$ cat src/rtl/csc_pkg.sv
// Package for the checked stack: operation kinds, status codes, register indexes,
// sequencer states and the request struct to the shared modulo unit. No dependencies.
package csc_pkg;
  localparam logic [1:0] KIND_PUSH = 2'd0;
  localparam logic [1:0] KIND_POP  = 2'd1;
  localparam logic [1:0] KIND_TOP  = 2'd2;
  localparam logic [1:0] KIND_NOP  = 2'd3;

  localparam logic [2:0] ST_OK       = 3'd0;
  localparam logic [2:0] ST_EMPTY    = 3'd1;
  localparam logic [2:0] ST_FULL     = 3'd2;
  localparam logic [2:0] ST_BADDEPTH = 3'd3;
  localparam logic [2:0] ST_POISON   = 3'd4;
  localparam logic [2:0] ST_CHECKSUM = 3'd5;

  localparam logic [1:0] REG_POISON = 2'd0;
  localparam logic [1:0] REG_MULT   = 2'd1;
  localparam logic [1:0] REG_MOD    = 2'd2;
  localparam logic [1:0] REG_CHECK  = 2'd3;

  localparam logic [31:0] SUM_START = 32'd5;

  typedef enum logic [3:0] {
    S_IDLE, S_CLEAR, S_SCAN_RD, S_SCAN_CMP, S_SUM_RD, S_SUM_MUL, S_SUM_ADD,
    S_ACT, S_OUT
  } state_t;

  typedef struct packed {
    logic        start;
    logic [63:0] value;
  } mod_req_t;
endpackage

$ cat src/rtl/csc_mod_unit.sv
// Serial 64-bit modulo unit, one quotient bit per cycle, used for every checksum
// reduction. Depends on csc_pkg.
module csc_mod_unit (
  input  logic              clk,
  input  logic              rst_n,
  input  csc_pkg::mod_req_t req,
  input  logic [31:0]       modulus,
  output logic              done,
  output logic [31:0]       result
);
  logic [63:0] dividend_r, dividend_nxt;
  logic [32:0] rem_r, rem_nxt;
  logic [6:0]  cnt_r, cnt_nxt;
  logic        busy_r, busy_nxt;
  logic        done_r, done_nxt;
  logic [32:0] trial;

  always_comb begin
    dividend_nxt = dividend_r;
    rem_nxt = rem_r;
    cnt_nxt = cnt_r;
    busy_nxt = busy_r;
    done_nxt = 1'b0;
    trial = {rem_r[31:0], dividend_r[63]};
    if (req.start) begin
      dividend_nxt = req.value;
      rem_nxt = '0;
      cnt_nxt = '0;
      busy_nxt = 1'b1;
    end else if (busy_r) begin
      if (modulus == 32'd0) begin
        rem_nxt = {1'b0, dividend_r[31:0]};
        busy_nxt = 1'b0;
        done_nxt = 1'b1;
      end else begin
        rem_nxt = (trial >= {1'b0, modulus}) ? trial - {1'b0, modulus} : trial;
        dividend_nxt = {dividend_r[62:0], 1'b0};
        cnt_nxt = cnt_r + 7'd1;
        if (cnt_r == 7'd63) begin
          busy_nxt = 1'b0;
          done_nxt = 1'b1;
        end
      end
    end
  end

  always_ff @(posedge clk) begin
    dividend_r <= dividend_nxt;
    rem_r <= rem_nxt;
    cnt_r <= cnt_nxt;
    if (!rst_n) begin
      busy_r <= 1'b0;
      done_r <= 1'b0;
    end else begin
      busy_r <= busy_nxt;
      done_r <= done_nxt;
    end
  end

  assign done = done_r;
  assign result = rem_r[31:0];

  a_done_after_busy: assert property (@(posedge clk) disable iff (!rst_n)
    done_r |-> !busy_r) else $error("modulo done while busy");
  a_rem_bound: assert property (@(posedge clk) disable iff (!rst_n)
    (done_r && modulus != 32'd0 && $stable(modulus)) |-> rem_r < {1'b0, modulus})
    else $error("remainder not reduced");
  a_start_busy: assert property (@(posedge clk) disable iff (!rst_n)
    req.start |=> busy_r || done_r) else $error("modulo start lost");
endmodule

$ cat config.mk
export PLATFORM = sky130hd
export DESIGN_NAME = csc_mod_unit
export DESIGN_NICKNAME = d
export VERILOG_FILES = /design/src/rtl/csc_pkg.sv /design/src/rtl/csc_mod_unit.sv
export SDC_FILE = /design/constraint.sdc
export NUM_CORES = 1
export LEC_CHECK = 0
export BUFFER_PORTS_ARGS = -buffer_cell sky130_fd_sc_hd__clkbuf_2
export CAP_MARGIN = 20
export CORE_MARGIN = 4
export CORE_UTILIZATION = 55
export CTS_BUF_LIST = sky130_fd_sc_hd__clkbuf_2
export CTS_CLUSTER_SIZE = 10
export DETAILED_ROUTE_END_ITERATION = 10
export GPL_TIMING_DRIVEN = 1
export PLACE_DENSITY = 0.79
export SLEW_MARGIN = 20
export SYNTH_ARGS = -nofsm -noshare
export SYNTH_HDL_FRONTEND = slang
export SYNTH_SLANG_ARGS = --single-unit
$ cat constraint.sdc
create_clock -name clk -period 3.65 [get_ports clk]
set_input_delay 0 -clock clk [delete_from_list [all_inputs] [get_ports clk]]
set_output_delay 0 -clock clk [all_outputs]
set_load 0.02 [all_outputs]
==> results.yml <==
layout:
  mostFrequentLayoutCells: "clkbuf_2, dlygate4sd3_1, edfxtp_1"
  multiInputGateArea_sq_mm: 0.003807
  seq_area_sq_mm: 0.002743
  syn2layout_area_growth_pct: 22.42
  layout_commonest_cell: "clkbuf_2"
  fin_nets: 1043
  final_core_util_pct: 69.93
  drive_gt1_share_pct: 26.56
  fill_cells: 961
timing:
  fin_setup_tns_ps: 0
  fmax_mhz: 306.7
  setup_viol: 0
  fin_ws_ps: 389.6
  tightestPinTransition_ps: 786.1
  maxSlewViolCount: 0
  hold_viol: 0
  fin_crit_ps: 3260
  clock_skew_ps: 31.52
  period_share_pct: 89.33
  relSlewSlack_pct: 47.60
  rsz0062_at_grt: "no"
worst_setup_path:
  path_delay_family: "compound AO/OA/AOI/OAI gates"
  critical_path_required_ps: 4150
  critPathBufInv: 0
  worstRegToRegCells: 9
  path_class: "reg -> reg"
  slowest_stage: "dfxtp_1"
  critPathMaxStageDelay_ps: 510
  critPathArrivalTime_ps: 3760
  end_kind: "register"
  rrSetupSlack_ps: 390
  r2r-end: "rem_r[18]$_SDFFE_PP0P_"
  timing.rr.start: "rem_r[15]$_SDFFE_PP0P_"
  critPathLaunchType: "register"
  cp_max_fo: 18
  path_cells: "ha_1 -> a21oi_1 -> o22ai_1 -> o21ai_0 -> o41a_4 -> a211o_1 -> nand2_4 -> a211oi_1 -> o32ai_1"
min_path:
  whs_endpoint: "rem_r[1]$_SDFFE_PP0P_"
  hold_depth: 5
  hp-class: "in -> reg"
  hold_start: "modulus[1]"
floorplan:
  die_area_sq_mm: 0.01455
  num_rows: 40
  core_area_sq_mm: 0.01221
  ios: 132
  die_y_um: 120.6
  dieWidth_um: 120.6
  start_util_pct: 57.12
clock_network:
  cts_num_sinks: 105
  cts_max_level: 3
  clk_latency_ps: 620
  cts_root_buf: "clkbuf_2"
  cts_tree: "done"
  cts_setup_buffers: 0
  cts_made_buffers: 9
  clkTransAtPathRegs_ps: 280
  clk_path_buf_depth: 2
synthesis:
  syn_nets: 860
  synth_seq_area_share_pct: 39.32
  ys_ff_latch: 105
  ys_warn_count: 0
  synth_cell_types: 66
  async_flop_share_pct: 0
  ys.flop_type: "edfxtp_1"
  synth-edff-count: 64
  synth_area_sq_mm: 0.006975
  synthesis.instances: 727
  synth.avg_cell_area_sq_um: 9.595
place:
  place_ws_ps: 541.7
  hpwl_mm: 15.24
  numPortBuffers: 131
  gp_congestion: 0.9838
global_routing:
  grt_pass1_vias: 6493
  grt_usage_pct: 30.11
  antenna_found_initial: 1
  grt_max_degree: 64
  grt_pass1_wl_mm: 34.74
  grt_overflow: 0
power_and_ir_drop:
  leakage_nw: 3.565
  power.density_mw_per_mm2: 339.4
  vdd_ir_drop_max_uv: 280.7
route:
  wl_mm: 21.95
  antenna_left: 0
  first_pass_iters: 6
  avgViaCountPerCell: 6.158
  drc: 0
  vias: 6675
  post_drt_wl_per_cell_um: 20.24
  drt_iter0_markers: 739
run:
  cap_violations: 0
status:
  status: "finished, final reports clean"
==> final cells by class <==
class	count	area share, %
sequential	105	32.12
antenna	1	0.02930
tap	168	2.462
inverter	60	2.637
clock inverter	6	0.4982
clock buffer	10	0.5861
timing repair buffer	213	17.08
multi-input combinational	521	44.59
==> worst register-to-register path, cell delays in order, from the launching register on <==
cell	delay (ps)
dfxtp_1	510
ha_1	370
a21oi_1	350
o22ai_1	130
o21ai_0	280
o41a_4	270
a211o_1	500
nand2_4	290
a211oi_1	310
o32ai_1	140
==> per-layer routing <==
layer,share of wire [%],vias up,global-route usage (%)
met5,0,-,0
met1,41,3172,42.00
met2,47,374,48.10
met4,2.0,0,8.286
met3,9.7,41,5.706
li1,-,3088,-
==> cell families after synthesis <==
logic type	Yosys count	share of synthesized area [%]
mux	65	10.46
compound gates	205	20.63
buf+inv	101	6.135
fa+ha+maj	34	6.206
simple gates	189	13.74
flops	105	39.32
xor+xnor	28	3.516
==> metrics by stage <==
stage | power (W) | instances | cell area, sq um | hold slack [ps]
finish | 0.002898 | 1084 | 8539 | 32.11
global route | 0.003041 | 1084 | 8539 | 37.56
CTS | 0.002863 | 1083 | 8537 | 6.875
detailed placement | 0.002310 | 993 | 7704 | 262.9
global placement | 0.002292 | 993 | 7704 | 227.8
floorplan | 0.002069 | 727 | 6975 | 116.1
==> cell usage after synthesis, types with 12 or more instances <==
| master | instances | area (sq um) |
|---|---|---|
| nor3_1 | 16 | 80.08 |
| a21o_1 | 13 | 97.59 |
| clkbuf_1 | 26 | 97.59 |
| inv_1 | 60 | 225.2 |
| xnor2_1 | 16 | 140.1 |
| nor4_1 | 15 | 93.84 |
| nand2_1 | 50 | 187.7 |
| ha_1 | 33 | 412.9 |
| dfxtp_1 | 41 | 820.8 |
| nand4_1 | 16 | 100.1 |
| o32ai_1 | 18 | 157.7 |
| o21ai_0 | 49 | 245.2 |
| xor2_1 | 12 | 105.1 |
| mux2_2 | 63 | 709.4 |
| nor2_1 | 34 | 127.6 |
| edfxtp_1 | 64 | 1922 |
| a21oi_1 | 47 | 235.2 |
| nand3_1 | 16 | 80.08 |
==> sequential cells by signal, summed over array words and instances (netlist names) <==
name	count
done	1
cnt_r	7
busy_r	1
dividend_r	64
rem_r	32
==> repair_timing <==
item,in CTS,in global routing
setup endpoints to repair,0,0
hold buffers,74,0
resized for setup,0,0
hold endpoints to repair,95,0
==> report_power, final <==
part / switching, W / total [W] / leakage, nW / internal (W)
Sequential: 0.0000788 / 0.00146 / 0.978 / 0.00139
Clock: 0.000410 / 0.000506 / 0.0603 / 0.0000960
Combinational: 0.000522 / 0.000927 / 2.53 / 0.000405
Total: 0.00101 / 0.00290 / 3.57 / 0.00189
==> how the worst max path moves through the flow <==
| stage | start | endpoint | slack [ps] | cells after the start |
|---|---|---|---|---|
| after global placement | rem_r[23]$_SDFFE_PP0P_ | rem_r[9]$_SDFFE_PP0P_ | 600 | 9 |
| final | rem_r[15]$_SDFFE_PP0P_ | rem_r[18]$_SDFFE_PP0P_ | 390 | 9 |
| after CTS | dividend_r[63]$_DFFE_PP_ | rem_r[30]$_SDFFE_PP0P_ | 500 | 12 |
| after global routing | dividend_r[63]$_DFFE_PP_ | rem_r[30]$_SDFFE_PP0P_ | 200 | 12 |
| after detailed placement | rem_r[15]$_SDFFE_PP0P_ | rem_r[18]$_SDFFE_PP0P_ | 540 | 9 |
| after floorplan | modulus[25] | dividend_r[0]$_SDFFCE_PN0P_ | 720 | 7 |
Note: power is estimated with default switching activity, not from simulation.
